$ cat config.mk
export PLATFORM = sky130hd
export DESIGN_NAME = vfue_weights
export DESIGN_NICKNAME = d
export VERILOG_FILES = /design/src/hw/rtl/vfue_pkg.sv /design/src/hw/rtl/vfue_weights.sv
export SDC_FILE = /design/constraint.sdc
export NUM_CORES = 1
export LEC_CHECK = 0
export BUFFER_PORTS_ARGS = -buffer_cell sky130_fd_sc_hd__buf_2
export CAP_MARGIN = 20
export CORE_ASPECT_RATIO = 1.2
export CORE_MARGIN = 4
export CORE_UTILIZATION = 55
export CTS_BUF_LIST = sky130_fd_sc_hd__clkbuf_4 sky130_fd_sc_hd__clkbuf_8 sky130_fd_sc_hd__clkbuf_16
export DETAILED_ROUTE_END_ITERATION = 10
export PLACE_DENSITY = 0.83
export SYNTH_ARGS = -nofsm -noshare
export SYNTH_HDL_FRONTEND = slang
export SYNTH_SLANG_ARGS = --single-unit
export TNS_END_PERCENT = 100
$ cat constraint.sdc
create_clock -name clock -period 9.7 [get_ports clock]
set_input_delay 0.485 -clock clock [delete_from_list [all_inputs] [get_ports clock]]
set_output_delay 0.485 -clock clock [all_outputs]
set_load 0.05 [all_outputs]
$ cat src/hw/rtl/vfue_pkg.sv
// ----------------------------------------------------------------------------
// Value function update engine package
// Shared constants, codes, types and fixed-point helpers.
// ----------------------------------------------------------------------------
package vfue_pkg;

   // Storage sizing
   localparam int TABLE_DEPTH  = 1024;
   localparam int MAX_FEATURES = 8;
   localparam int TAB_AW       = $clog2(TABLE_DEPTH);
   localparam int WEIGHT_DEPTH = MAX_FEATURES + 1;
   localparam int WIDX_W       = $clog2(WEIGHT_DEPTH);

   // Item field widths
   localparam int INDEX_W  = 10;
   localparam int FEAT_W   = 16;
   localparam int NUM_FEAT = 8;
   localparam int FEAT_IW  = $clog2(NUM_FEAT);
   localparam int VALUE_W  = 32;
   localparam int REQ_DATA_W = 176;

   // Datapath widths
   localparam int MUL_A_W = 35;
   localparam int MUL_B_W = 17;
   localparam int PROD_W  = MUL_A_W + MUL_B_W;
   localparam int ACC_W   = 58;
   localparam int DELTA_W = 44;
   localparam int ERR_W   = VALUE_W + 1;

   // Configuration register indexes
   localparam logic [1:0] CSR_APPROX_KIND  = 2'd0;
   localparam logic [1:0] CSR_TABLE_RATE   = 2'd1;
   localparam logic [1:0] CSR_LINEAR_RATE  = 2'd2;
   localparam logic [1:0] CSR_FEATURES_USE = 2'd3;

   // Estimator kinds
   localparam logic [1:0] KIND_NONE   = 2'd0;
   localparam logic [1:0] KIND_TABLE  = 2'd1;
   localparam logic [1:0] KIND_LINEAR = 2'd2;

   // Request modes
   localparam logic MODE_QUERY  = 1'b0;
   localparam logic MODE_UPDATE = 1'b1;

   typedef enum logic [3:0] {
      ST_CLEAR,
      ST_IDLE,
      ST_TAB_READ,
      ST_TAB_WRITE,
      ST_LIN_DOT,
      ST_LIN_VAL,
      ST_LIN_ERR,
      ST_LIN_SCALE,
      ST_LIN_UPD,
      ST_LIN_BIAS
   } vfue_state_type;

   typedef struct packed {
      logic                      en;
      logic [WIDX_W-1:0]         idx;
      logic signed [DELTA_W-1:0] delta;
   } weight_wr_type;

   function automatic logic signed [VALUE_W-1:0] sat32(input logic signed [63:0] x);
      logic signed [VALUE_W-1:0] r;
      if (x > 64'sd2147483647) begin
         r = 32'sh7fffffff;
      end else if (x < -64'sd2147483648) begin
         r = 32'sh80000000;
      end else begin
         r = VALUE_W'(x);
      end
      return r;
   endfunction

   // Reduce the state index modulo the table depth by restoring subtraction
   function automatic logic [TAB_AW-1:0] wrap_index(input logic [INDEX_W-1:0] idx);
      logic [INDEX_W-1:0] v;
      v = idx;
      for (int k = INDEX_W - 1; k >= 0; k--) begin
         if ((longint'(TABLE_DEPTH) << k) < (longint'(1) << INDEX_W)) begin
            if (v >= INDEX_W'(longint'(TABLE_DEPTH) << k)) begin
               v = v - INDEX_W'(longint'(TABLE_DEPTH) << k);
            end
         end
      end
      return TAB_AW'(v);
   endfunction

endpackage

$ cat src/hw/rtl/vfue_weights.sv
// ----------------------------------------------------------------------------
// Weight store
// Linear weights with one read port and a saturating accumulate write port.
// ----------------------------------------------------------------------------
module vfue_weights (
   input  logic                                 clock,
   input  logic                                 reset,
   input  logic [vfue_pkg::WIDX_W-1:0]          rd_idx,
   output logic signed [vfue_pkg::VALUE_W-1:0]  rd_data,
   input  vfue_pkg::weight_wr_type              wr
);
   import vfue_pkg::*;

   logic signed [VALUE_W-1:0] weight_ff [WEIGHT_DEPTH];
   logic signed [VALUE_W-1:0] weight_in;

   assign weight_in = sat32(64'(weight_ff[wr.idx]) + 64'(wr.delta));
   assign rd_data   = weight_ff[rd_idx];

   always_ff @(posedge clock) begin
      if (reset) begin
         for (int i = 0; i < WEIGHT_DEPTH; i++) begin
            weight_ff[i] <= '0;
         end
      end else if (wr.en) begin
         weight_ff[wr.idx] <= weight_in;
      end
   end

endmodule

[Yosys cells after proc, flatten, opt, wreduce, memory -nomap -nowiden]
Memories as Yosys holds them, arrays and structs flattened.
Cells that the tools add are included.
Storage, ports and cells
  register bits after elaboration: 0
  RAM bits: 288
  bits of input ports: 55
  output and inout port bits: 32
  logic and storage cells: 15
  memories kept: 1
Memories
  weight_ff: depth 9, bits a word 32, read ports 2, clocked after Yosys merged registers in 0, wr ports 9, line vfue_weights.sv:14  | logic signed [VALUE_W-1:0] weight_ff [WEIGHT_DEPTH];
Cells by class
  $add $sub $neg: 1
  order comparisons: 2
  multiplexer cells: 10
  reduce and logical (&&, ||, !) cells: 1
Operators with widths (count)
  $mux 32: 3
  $add 32x44->45: 1
  $gt 45x32->1 const B: 1
  $lt 45x32->1 const B: 1
  $reduce_or 32->1: 1
  $mux 1: 6
  $mux 4: 1

[Longest topological paths before layout]
An unclocked memory read counts as a cell.
  depth in word-level cells: 6
  mapped depth: 21
  depth with buffers taken out: 16

[Least setup slack after synthesis]
No wires, ideal clock.
  path kind: input-to-reg
  from: input port wr[44] in the netlist's numbering
  to: memory weight_ff[10][12], data pin
  library setup time: 315 ps
  arrival: 5831 ps
  required time: 9385 ps
  setup slack: 3554 ps
  stages: 18
  buffers on the path: 5
  cells stage by stage: clkbuf_1 -> buf_1 -> buf_1 -> mux4_2 -> mux4_2 -> ha_1 -> clkbuf_1 -> and4_1 -> nand2_1 -> or4b_1 -> o21ai_1 -> nor2_1 -> xnor2_1 -> a211oi_1 -> nand4b_2 -> buf_2 -> nor2_2 -> o22ai_1
RTL lines
  start: declaration: line vfue_weights.sv:10  | input vfue_pkg::weight_wr_type wr
  end: declaration: line vfue_weights.sv:14

==> results.cfg <==
[status]
status = finished clean

[global_routing]
grt_usage = 0.301
overflow = 0
grt_pass1_vias = 20100
grt_pass1_wl_um = 129000
antenna_found_initial = 1
grt_max_degree = 97

[sta]
clock_skew_ps = 18.3
finalHoldViolCount = 0
fmax_mhz = 134
finalSetupTns_ps = 0
fin_crit_ps = 7470
worst_slack_ps = 2230
rsz0062_at_grt = no
post-route-period-util = 0.770
slew_viol_final = 0
relSlewSlack = 0.212
setup_viol = 0
worst_slew_pin_slew_ps = 1180

[flow_run]
maxCapViolCount = 0

[synth]
synth_ff_type = edfxtp_1
yosys.area.top_type = edfxtp_1
yosysUniqueCellTypes = 76
yosysSeqAreaShare = 0.519
synth_warnings = 0
synth_top_area_share = 0.519
synth_area_um2 = 29600
synth_edf_count = 512
async_flop_share = 0
synthTopCellsByArea = edfxtp_1 52%, mux4_2 24%, nor4_2 4.2%, a21oi_1 3.6%, ha_1 1.9%
ys_seq_elements = 512
avgSynthCellArea_um2 = 15.9
synthCells = 1861
syn_nets = 1961

[worst_setup_path]
worstPathArrival_ps = 7770
r2r-start = weight_ff[3][6]$_SDFFCE_PN0P_
cpMaxStageDelayCell = o21ai_0
path_cells = clkbuf_8, buf_4, mux4_2, mux4_2, ha_1, a21oi_1, nand2_1, o21ai_0, a21boi_0, o21ai_0, a21o_1, nand2_1, and4_1, buf_4, a31oi_4, buf_4, buf_12, nor4_2
crit_cells = 18
cp-end-kind = flop
cp.buffers_inverters = 5
critical_path_required_ps = 10000
r2r-end = weight_ff[8][12]$_SDFFCE_PN0P_
critPathMaxFanout = 72
r2r_slack_ps = 2810
path_class = in -> reg
cpLargestDelayFamily = compound AO/OA/AOI/OAI gates
r2r_cells = 15
startpoint_type = primary input
crit_top_cell = buf_4
max_stage_delay_ps = 750

[cts]
ctsHtreeMaxLevel = 2
cts_hold_buffers = 0
cts_setup_buffers = 0
cts_root_buffer = clkbuf_16
path_clk_slew_ps = 70
worst_skew_pair.late_latency_ps = 580
numCtsBuffers = 49
clockBufferDepth = 3
clock_sinks = 512
post_cts_resized = 0
cts_tree = yes

[route]
via_per_inst = 7.59
wl_um = 87600
first_pass_iters = 5
ant_nets = 0
drc_errors = 0
wl_per_cell_um = 33.4
dr_total_vias = 19900
dr.first_iter.drc_count = 3174

[worst_hold_path]
holdPathEnd = weight_ff[12][5]$_DFFE_PP_
hold_start = wr[48]
hold_depth = 4
hold_path_class = in -> reg

[pwr]
power_density_nw_per_um2 = 181
peakVddDrop_v = 0.000125
switching_share = 0.300
power.share.clock = 0.333
p_comb_frac = 0.224
internal_power_mw = 4.10
leakagePower_nw = 10.5
p_sw_mw = 1.76
p_seq_frac = 0.443

[layout]
area_growth_pct = 9.11
largest_register = weight_ff
fill_cells = 3778
nets = 1979
top_regs = weight_ff x512
largest_reg_flops = 512
seqCellArea_um2 = 15400
drive_gt1_frac = 0.375
multi_input_comb_area_um2 = 13500

[die]
pin_count = 87
rows = 92
dieArea_um2 = 57700
start_util = 0.559
die_w_um = 220
coreArea_um2 = 53000
fp.dieH_um = 262

[placement]
hpwl_um = 52500
place_congestion = 0.957
port_buffers = 86
dp_worst_setup_slack_ps = 1820
worst max path at each step:
stage	from	slack [ps]	to
floorplan	wr[44]	3550	weight_ff[10][12]$_DFFE_PP_
global placement	wr[44]	1960	weight_ff[8][11]$_SDFFCE_PN0P_
detailed placement	wr[44]	1820	weight_ff[0][9]$_SDFFCE_PN0P_
CTS	wr[44]	2410	weight_ff[6][9]$_SDFFCE_PN0P_
global route	wr[44]	1810	weight_ff[6][8]$_SDFFCE_PN0P_
finish	wr[44]	2230	weight_ff[8][12]$_SDFFCE_PN0P_
through the flow:
stage	hold slack, ps	cell area (um^2)	power (mW)	utilization	instances
after floorplan	979	29600	3.58	-	1861
after global placement	1200	30700	3.87	0.580	2533
after detailed placement	1210	30700	3.91	0.580	2533
after CTS	619	32300	5.83	0.610	2621
after global routing	645	32300	6.03	0.610	2622
final	637	32300	5.85	0.610	2623
power groups by stage:
stage / Combinational [mW] / Sequential (mW) / Clock, mW
2_1_floorplan: 0.960 / 2.62 / 0
3_3_place_gp: 1.25 / 2.63 / 0
3_5_place_dp: 1.28 / 2.64 / 0
4_1_cts: 1.29 / 2.59 / 1.95
5_1_grt: 1.38 / 2.60 / 2.05
6_report: 1.31 / 2.59 / 1.95
cells in the mapped netlist (all sizes together), types with 3 or more instances:
library cell and n:
clkbuf 101, nor2 64, nand3 15, xor2 11
mux4 320, o21ai 39, nor3 11, nand4 35
o211a 3, a31oi 6, buf 70, o21a 3
a21boi 3, nand2 99, a21oi 211, or2 3
a22oi 4, and4 3, nor4b 27, nor2b 3
edfxtp 512, o21bai 7, nand2b 14, ha 44
o211ai 9, o22ai 11, xnor2 26, a21o 10
and3 3, and2 16, nor4 105, inv 15
or3 4, a211oi 5, o31ai 21
area by class of cell:
type	instances	share of cell area
sequential	512	0.476
multi-input combinational	1163	0.418
clock buffer	60	0.0416
tap	705	0.0273
timing repair buffer	138	0.0270
clock inverter	28	0.00817
inverter	15	0.00174
antenna	2	0.000155
cell usage in the layout (no fill, tap or decap), types with 12 or more instances in the layout:
cell | Yosys | layout
ha_1 | 44 | 44
nand2_1 | 99 | 95
nand3_1 | 15 | 13
o31ai_4 | 15 | 15
nor2_1 | 51 | 44
edfxtp_1 | 512 | 512
buf_2 | 15 | 82
and2_1 | 16 | 16
xnor2_1 | 26 | 26
mux4_2 | 320 | 320
clkbuf_16 | 0 | 51
a21oi_1 | 211 | 211
nand4_1 | 24 | 24
buf_4 | 9 | 51
inv_1 | 15 | 15
nor4b_1 | 19 | 19
nor2_2 | 12 | 12
o21ai_0 | 33 | 33
nor4_2 | 100 | 101
cells by family (layout without fill, tap and decap cells):
family,after synthesis,after routing,synth area share
xor gates and xnor gates,37,37,0.0109
adders and majority gates,45,45,0.0193
other,0,2,0
AOI/OAI and AO/OA,349,349,0.0761
muxes,323,323,0.244
and+or+nand+nor,409,409,0.102
DFF,512,512,0.519
buffers and inverters,186,241,0.0288
worst min-delay path, cell delays in order:
cell      delay [ps]
buf_2            130
nand2b_1         120
or3_1            190
nor2_4           110
metal layers:
metal | share of wire | up-vias | routed length, um | global-route usage
met3 | 0.13 | 317 | 11300 | 0.0792
li1 | - | 7891 | - | -
met5 | 0 | - | 0 | 0
met1 | 0.34 | 10100 | 29500 | 0.403
met4 | 0.054 | 0 | 4740 | 0.129
met2 | 0.48 | 1629 | 42000 | 0.472
Note: power is estimated with default switching activity, not from simulation.
