`src/hw/rtl/vfue_pkg.sv`:
```
// ----------------------------------------------------------------------------
// Value function update engine package
// Shared constants, codes, types and fixed-point helpers.
// ----------------------------------------------------------------------------
package vfue_pkg;

   // Storage sizing
   localparam int TABLE_DEPTH  = 1024;
   localparam int MAX_FEATURES = 8;
   localparam int TAB_AW       = $clog2(TABLE_DEPTH);
   localparam int WEIGHT_DEPTH = MAX_FEATURES + 1;
   localparam int WIDX_W       = $clog2(WEIGHT_DEPTH);

   // Item field widths
   localparam int INDEX_W  = 10;
   localparam int FEAT_W   = 16;
   localparam int NUM_FEAT = 8;
   localparam int FEAT_IW  = $clog2(NUM_FEAT);
   localparam int VALUE_W  = 32;
   localparam int REQ_DATA_W = 176;

   // Datapath widths
   localparam int MUL_A_W = 35;
   localparam int MUL_B_W = 17;
   localparam int PROD_W  = MUL_A_W + MUL_B_W;
   localparam int ACC_W   = 58;
   localparam int DELTA_W = 44;
   localparam int ERR_W   = VALUE_W + 1;

   // Configuration register indexes
   localparam logic [1:0] CSR_APPROX_KIND  = 2'd0;
   localparam logic [1:0] CSR_TABLE_RATE   = 2'd1;
   localparam logic [1:0] CSR_LINEAR_RATE  = 2'd2;
   localparam logic [1:0] CSR_FEATURES_USE = 2'd3;

   // Estimator kinds
   localparam logic [1:0] KIND_NONE   = 2'd0;
   localparam logic [1:0] KIND_TABLE  = 2'd1;
   localparam logic [1:0] KIND_LINEAR = 2'd2;

   // Request modes
   localparam logic MODE_QUERY  = 1'b0;
   localparam logic MODE_UPDATE = 1'b1;

   typedef enum logic [3:0] {
      ST_CLEAR,
      ST_IDLE,
      ST_TAB_READ,
      ST_TAB_WRITE,
      ST_LIN_DOT,
      ST_LIN_VAL,
      ST_LIN_ERR,
      ST_LIN_SCALE,
      ST_LIN_UPD,
      ST_LIN_BIAS
   } vfue_state_type;

   typedef struct packed {
      logic                      en;
      logic [WIDX_W-1:0]         idx;
      logic signed [DELTA_W-1:0] delta;
   } weight_wr_type;

   function automatic logic signed [VALUE_W-1:0] sat32(input logic signed [63:0] x);
      logic signed [VALUE_W-1:0] r;
      if (x > 64'sd2147483647) begin
         r = 32'sh7fffffff;
      end else if (x < -64'sd2147483648) begin
         r = 32'sh80000000;
      end else begin
         r = VALUE_W'(x);
      end
      return r;
   endfunction

   // Reduce the state index modulo the table depth by restoring subtraction
   function automatic logic [TAB_AW-1:0] wrap_index(input logic [INDEX_W-1:0] idx);
      logic [INDEX_W-1:0] v;
      v = idx;
      for (int k = INDEX_W - 1; k >= 0; k--) begin
         if ((longint'(TABLE_DEPTH) << k) < (longint'(1) << INDEX_W)) begin
            if (v >= INDEX_W'(longint'(TABLE_DEPTH) << k)) begin
               v = v - INDEX_W'(longint'(TABLE_DEPTH) << k);
            end
         end
      end
      return TAB_AW'(v);
   endfunction

endpackage

```
`src/hw/rtl/vfue_mul.sv`:
```
// ----------------------------------------------------------------------------
// Shared multiplier
// Signed multiplier with a registered product, shared by every multiplying step.
// ----------------------------------------------------------------------------
module vfue_mul (
   input  logic                                 clock,
   input  logic signed [vfue_pkg::MUL_A_W-1:0]  mul_a,
   input  logic signed [vfue_pkg::MUL_B_W-1:0]  mul_b,
   output logic signed [vfue_pkg::PROD_W-1:0]   prod
);
   import vfue_pkg::*;

   logic signed [PROD_W-1:0] prod_ff;
   logic signed [PROD_W-1:0] prod_in;

   assign prod_in = PROD_W'(mul_a) * PROD_W'(mul_b);

   always_ff @(posedge clock) begin
      prod_ff <= prod_in;
   end

   assign prod = prod_ff;

endmodule

```
`config.mk`:
```
export PLATFORM = sky130hd
export DESIGN_NAME = vfue_mul
export DESIGN_NICKNAME = d
export VERILOG_FILES = /design/src/hw/rtl/vfue_pkg.sv /design/src/hw/rtl/vfue_mul.sv
export SDC_FILE = /design/constraint.sdc
export NUM_CORES = 2
export LEC_CHECK = 0
export BUFFER_PORTS_ARGS = -buffer_cell sky130_fd_sc_hd__buf_2
export CAP_MARGIN = 0
export CORE_ASPECT_RATIO = 0.7
export CORE_UTILIZATION = 55
export CTS_BUF_LIST = sky130_fd_sc_hd__clkbuf_4 sky130_fd_sc_hd__clkbuf_8
export DETAILED_ROUTE_END_ITERATION = 6
export HOLD_SLACK_MARGIN = 0.08
export PLACE_DENSITY = 0.72
export SLEW_MARGIN = 5
export SYNTH_ARGS = -nofsm -noshare
export SYNTH_HDL_FRONTEND = slang
export SYNTH_SLANG_ARGS = --single-unit
```
`constraint.sdc`:
```
create_clock -name clock -period 7.3 [get_ports clock]
set_input_delay 0.73 -clock clock [delete_from_list [all_inputs] [get_ports clock]]
set_output_delay 0.73 -clock clock [all_outputs]
set_load 0.005 [all_outputs]
```
Word-level counts from Yosys, hierarchy flattened
Index checks and enable logic that the tools add are counted.

Add/subtract/negate cells: 0. Multipliers: 1. Divide/modulo/power cells: 0. Order comparisons: 0. Equal/unequal tests: 0. Shifts and indexed selects: 0. Multiplexer cells: 0. Bitwise gates (word level): 0. Reduce and logical (&&, ||, !) cells: 0.

Operators with widths (count): $mul 35x17->52 (1).

Register bits after elaboration: 52. Bits in latches: 0. RAM bits: 0. Bits in read-only memories: 0. Input port bits: 53. Output and inout port bits: 52. Logic and storage cells: 2. Memories kept: 0.

Logic depth before layout (Yosys ltp)
Depth in word-level cells: 1. Mapped depth: 25. Gate-level depth less buffers: 23.

Least setup slack after synthesis
OpenSTA, ideal clock, no wires.

Path type: input port to flip-flop. Start point: input port mul_b[8] (netlist name). End point: register prod_ff[38] (netlist: prod[38]). Setup time: 0.123 ns. Data arrival time: 6.417 ns. Data required time: 7.177 ns. Setup slack: 0.759 ns. Stages on the path: 24. Buffers on the path: 2. Cells stage by stage: clkbuf_1 > clkbuf_1 > nand2_1 > fa_1 > inv_1 > fa_1 > inv_1 > fa_1 > inv_1 > fa_1 > fa_1 > inv_1 > fa_1 > inv_1 > ha_1 > a21oi_1 > o21ai_0 > a221oi_1 > o21ai_0 > a311oi_1 > o21ai_0 > a21oi_1 > a21oi_1 > xor2_1.

Cells in the longest elaborated chain, start to end: 1.

Ends and longest elaborated chain: start, declared (RTL line vfue_mul.sv:8) `input logic signed [vfue_pkg::MUL_B_W-1:0] mul_b,`; $mul 35x17->52 (RTL line vfue_mul.sv:16) `assign prod_in = PROD_W'(mul_a) * PROD_W'(mul_b);`; named net prod_in[38] (RTL line vfue_mul.sv:14) `logic signed [PROD_W-1:0] prod_in;`; end signal, assigned (RTL line vfue_mul.sv:19) `prod_ff <= prod_in;`; end, declared (RTL line vfue_mul.sv:13) `logic signed [PROD_W-1:0] prod_ff;`.

The timed path passes the listed nets, and every way through them passes these cells.

Final worst setup path
Start point: input port mul_b[2] (netlist name). End point: register prod_ff[49] (netlist: prod[49]).

The elaborated chain is that of the path after synthesis.

==> report_table.html <==
<table>
<tr><th>Metric</th><th>Value</th></tr>
<tr><th colspan="2">Timing</th></tr>
<tr><td># setup viols final</td><td>0</td></tr>
<tr><td>Worst path setup slack after routing</td><td>225 ps</td></tr>
<tr><td>Period Utilization, post-route</td><td>0.969</td></tr>
<tr><td>Max Fclk</td><td>141 MHz</td></tr>
<tr><td>Final Max Tran Viols</td><td>0</td></tr>
<tr><td>Worst-case hold slack</td><td>856 ps</td></tr>
<tr><td>Tightest slew margin relative to the limit</td><td>0.497</td></tr>
<tr><td>Minimum clock period</td><td>7070 ps</td></tr>
<tr><td>Transition at the pin with the smallest max-transition slack</td><td>752 ps</td></tr>
<tr><td>Hold violation total from the final report</td><td>0</td></tr>
<tr><th colspan="2">Setup path</th></tr>
<tr><td>Critical path capture point type</td><td>flip-flop</td></tr>
<tr><td>Launch point of the worst path</td><td>mul_b[2]</td></tr>
<tr><td>Most Frequent Cell on Critical Path</td><td>sky130_fd_sc_hd__fa_1</td></tr>
<tr><td>Worst stage delay on the critical path</td><td>550 ps</td></tr>
<tr><td>Crit-path cells</td><td>buf_2 -&gt; buf_12 -&gt; buf_4 -&gt; nand2_1 -&gt; fa_1 -&gt; fa_1 -&gt; inv_1 -&gt; fa_1 -&gt; fa_1 -&gt; fa_1 -&gt; inv_1 -&gt; fa_1 -&gt; inv_1 -&gt; ha_1 -&gt; inv_1 -&gt; nor4_1 -&gt; nand3_1 -&gt; a21oi_1 -&gt; o2111ai_2 -&gt; nand4_1 -&gt; buf_4 -&gt; a21oi_1 -&gt; or4_1 -&gt; nand3_1</td></tr>
<tr><td>Critical Path End</td><td>prod[49]</td></tr>
<tr><td>Req. time, crit path</td><td>7590 ps</td></tr>
<tr><td>Type of origin of the critical path</td><td>primary input</td></tr>
<tr><td>Slowest-stage cell, CP</td><td>sky130_fd_sc_hd__fa_1</td></tr>
<tr><td>Crit path DAT</td><td>7370 ps</td></tr>
<tr><td>Largest fanout on the critical path</td><td>17</td></tr>
<tr><td>Startpoint-to-endpoint class of the critical path</td><td>in2reg</td></tr>
<tr><th colspan="2">CTS</th></tr>
<tr><td>Cell at the root of the clock tree</td><td>sky130_fd_sc_hd__clkbuf_8</td></tr>
<tr><td>Max clock buf depth</td><td>2</td></tr>
<tr><td>Number of H-tree levels</td><td>2</td></tr>
<tr><td>Sink count of the clock tree</td><td>52</td></tr>
<tr><td>CTS Buf Count</td><td>5</td></tr>
<tr><td>Post-CTS Setup Repair Bufs</td><td>0</td></tr>
<tr><td>Number of buffers inserted by hold repair at cts</td><td>0</td></tr>
<tr><td>Clock Pin Slew Worst Setup and Hold Paths</td><td>100 ps</td></tr>
<tr><td>Clock tree from TritonCTS</td><td>built</td></tr>
<tr><th colspan="2">GRT</th></tr>
<tr><td>Maximum number of pins on one net before global-route repair</td><td>27</td></tr>
<tr><td>GRT Util Overall</td><td>0.305</td></tr>
<tr><td>Number of global-route vias before repair</td><td>17500</td></tr>
<tr><td>Antenna violations before repair</td><td>2</td></tr>
<tr><td>Grt total ovfl</td><td>0</td></tr>
<tr><td>Wire length of the first global-routing pass</td><td>93300 um</td></tr>
<tr><th colspan="2">Routing</th></tr>
<tr><td>DRT iter0 DRCs</td><td>1275</td></tr>
<tr><td>Post-DR vias/cell</td><td>5.41</td></tr>
<tr><td>Routed wire per std cell</td><td>19.2 um</td></tr>
<tr><td>Number of vias in the routed layout</td><td>16000</td></tr>
<tr><td>First-pass detailed-route iteration total</td><td>5</td></tr>
<tr><td>Detailed Route WL</td><td>57000 um</td></tr>
<tr><td>Post-route DRC violation count</td><td>0</td></tr>
<tr><td>Post-route ant nets</td><td>0</td></tr>
<tr><th colspan="2">Die</th></tr>
<tr><td>Core outline area</td><td>0.0384 mm2</td></tr>
<tr><td>Die height</td><td>167 um</td></tr>
<tr><td>Count of standard-cell rows</td><td>60</td></tr>
<tr><td>Boundary pin count</td><td>105</td></tr>
<tr><td>Overall die width</td><td>238 um</td></tr>
<tr><td>Initial core utilization</td><td>0.559</td></tr>
<tr><td>Die area</td><td>0.0399 mm2</td></tr>
<tr><th colspan="2">Yosys</th></tr>
<tr><td>Yosys reg bits</td><td>52</td></tr>
<tr><td>Synth warnings</td><td>0</td></tr>
<tr><td>Post-synthesis instance area</td><td>0.0215 mm2</td></tr>
<tr><td>Number of synthesized flops with an enable pin</td><td>0</td></tr>
<tr><td>Area fraction of the dominant cell type after synthesis</td><td>0.527</td></tr>
<tr><td>Top flip-flop cell by instance count after synthesis</td><td>sky130_fd_sc_hd__dfxtp_1</td></tr>
<tr><td>Part of the Yosys area used for sequential elements</td><td>0.0484</td></tr>
<tr><td>Synthesized instance count</td><td>2356</td></tr>
<tr><td>Average size of a mapped cell</td><td>9.12 um2</td></tr>
<tr><td>Synth cell types</td><td>61</td></tr>
<tr><td>Biggest area contributors in the synthesized netlist</td><td>sky130_fd_sc_hd__fa_1 53%, sky130_fd_sc_hd__inv_1 10%, sky130_fd_sc_hd__and2_1 7.5%, sky130_fd_sc_hd__ha_1 7.0%, sky130_fd_sc_hd__nand2_1 5.7%</td></tr>
<tr><td>Post-Syn Nets</td><td>3096</td></tr>
<tr><td>Async SR Flop Fraction</td><td>0</td></tr>
<tr><td>Library cell occupying the most area in the post-synthesis netlist</td><td>sky130_fd_sc_hd__fa_1</td></tr>
<tr><th colspan="2">Job</th></tr>
<tr><td>Number of max-cap violations</td><td>0</td></tr>
<tr><th colspan="2">Finish</th></tr>
<tr><td>Final design utilization</td><td>0.598</td></tr>
<tr><td>Filler Cells Inserted</td><td>3423</td></tr>
<tr><td>Layout overhead on the synthesized area</td><td>7.02%</td></tr>
<tr><td>Layout cells sized above 1</td><td>0.0822</td></tr>
<tr><td>Total number of nets in the final design</td><td>3173</td></tr>
<tr><td>Largest register FFs</td><td>52</td></tr>
<tr><td>Layout Cell Area excl Fill</td><td>0.0230 mm2</td></tr>
<tr><th colspan="2">Place</th></tr>
<tr><td>Pre-CTS worst setup slack</td><td>-145 ps</td></tr>
<tr><td>HPWL after detailed placement</td><td>47700 um</td></tr>
<tr><td>Routability congestion estimate</td><td>1.01</td></tr>
<tr><td>Count of buffers from port buffering</td><td>104</td></tr>
<tr><td>Post-placement cell area</td><td>0.0229 mm2</td></tr>
<tr><th colspan="2">Status</th></tr>
<tr><td>Result of the run</td><td>completed</td></tr>
<tr><th colspan="2">Worst hold path</th></tr>
<tr><td>Class of the most critical hold timing path</td><td>in2reg</td></tr>
</table>
## worst max-delay path, delay by kind of cell
kind	cells	cell delay, ps
buffers and inverters	8	1110
AO/OA/AOI/OAI	3	810
AND/OR/NAND/NOR	6	1270
adder cells (fa/ha/maj)	7	3390
## placed cells by master (no fill, tap or decap), types with 10 or more instances in the layout
master | Yosys | routed
sky130_fd_sc_hd__a21o_1 | 25 | 25
sky130_fd_sc_hd__a21oi_1 | 48 | 47
sky130_fd_sc_hd__and2_1 | 259 | 259
sky130_fd_sc_hd__buf_2 | 2 | 104
sky130_fd_sc_hd__buf_4 | 1 | 65
sky130_fd_sc_hd__dfxtp_1 | 52 | 52
sky130_fd_sc_hd__fa_1 | 566 | 566
sky130_fd_sc_hd__ha_1 | 121 | 121
sky130_fd_sc_hd__inv_1 | 599 | 599
sky130_fd_sc_hd__nand2_1 | 329 | 329
sky130_fd_sc_hd__nand2b_1 | 13 | 13
sky130_fd_sc_hd__nand3_1 | 16 | 16
sky130_fd_sc_hd__nor2_1 | 51 | 51
sky130_fd_sc_hd__nor3_1 | 11 | 11
sky130_fd_sc_hd__o21ai_0 | 26 | 26
sky130_fd_sc_hd__xnor2_1 | 40 | 40
sky130_fd_sc_hd__xor2_1 | 10 | 10
## final cells by class
class                      count  area (um2)  share of cell area
sequential                    52        1040              0.0453
multi-input combinational   1598       17800               0.773
clock inverter                 3        42.5             0.00185
timing repair buffer         177        1170              0.0508
tap                          527         659              0.0287
inverter                     599        2250              0.0978
clock buffer                   5        68.8             0.00299
antenna                        1        2.50            0.000109
## cell usage after synthesis, types with 10 or more instances
library cell	count
sky130_fd_sc_hd__o21ai_0	26
sky130_fd_sc_hd__and2_1	259
sky130_fd_sc_hd__nand2_1	329
sky130_fd_sc_hd__ha_1	121
sky130_fd_sc_hd__xor2_1	10
sky130_fd_sc_hd__nor2_1	51
sky130_fd_sc_hd__nand3_1	16
sky130_fd_sc_hd__nor3_1	11
sky130_fd_sc_hd__fa_1	566
sky130_fd_sc_hd__clkbuf_1	99
sky130_fd_sc_hd__a21oi_1	48
sky130_fd_sc_hd__inv_1	599
sky130_fd_sc_hd__dfxtp_1	52
sky130_fd_sc_hd__xnor2_1	40
sky130_fd_sc_hd__nand2b_1	13
sky130_fd_sc_hd__a21o_1	25
## kinds of logic after synthesis
family	Yosys count	share of synthesized area
buffers and inverters	706	0.125
and+or+nand+nor	703	0.159
adders and majority gates	687	0.598
AOI/OAI and AO/OA	158	0.0489
DFF	52	0.0484
xor gates and xnor gates	50	0.0204
## stage by stage
step / TNS, ps / cells
after floorplan: 0 / 2356
after global placement: -91.6 / 2953
after detailed placement: -242 / 2953
after CTS: 0 / 2961
after global routing: -3.87 / 2961
final: 0 / 2962
## timing repair
item | in CTS | in global routing
setup endpoints to repair | 0 | 1
hold endpoints to repair | 0 | 0
gates resized for setup | 0 | 2
## per-layer routing
metal | track usage | wire [um] | up-vias
li1 | - | - | 6939
met1 | 0.429 | 24100 | 8196
met2 | 0.451 | 24400 | 801
met3 | 0.115 | 7310 | 99
met4 | 0.0652 | 1190 | 4
met5 | 0.00848 | 64 | -
## how the worst min path moves through the flow
stage / startpoint / end / slack (ps) / cells past startpoint
2_1_floorplan: mul_b[0] / prod[0] / 850 / 1
3_3_place_gp: prod[28] / prod[28] / 1110 / 1
3_5_place_dp: prod[34] / prod[34] / 1110 / 1
4_1_cts: mul_a[0] / prod[0] / 840 / 2
5_1_grt: mul_a[0] / prod[0] / 860 / 2
6_report: mul_a[0] / prod[0] / 860 / 2
Power is not shown: default switching activity piles up to over one toggle a cycle in this logic, so the estimate is an artifact.
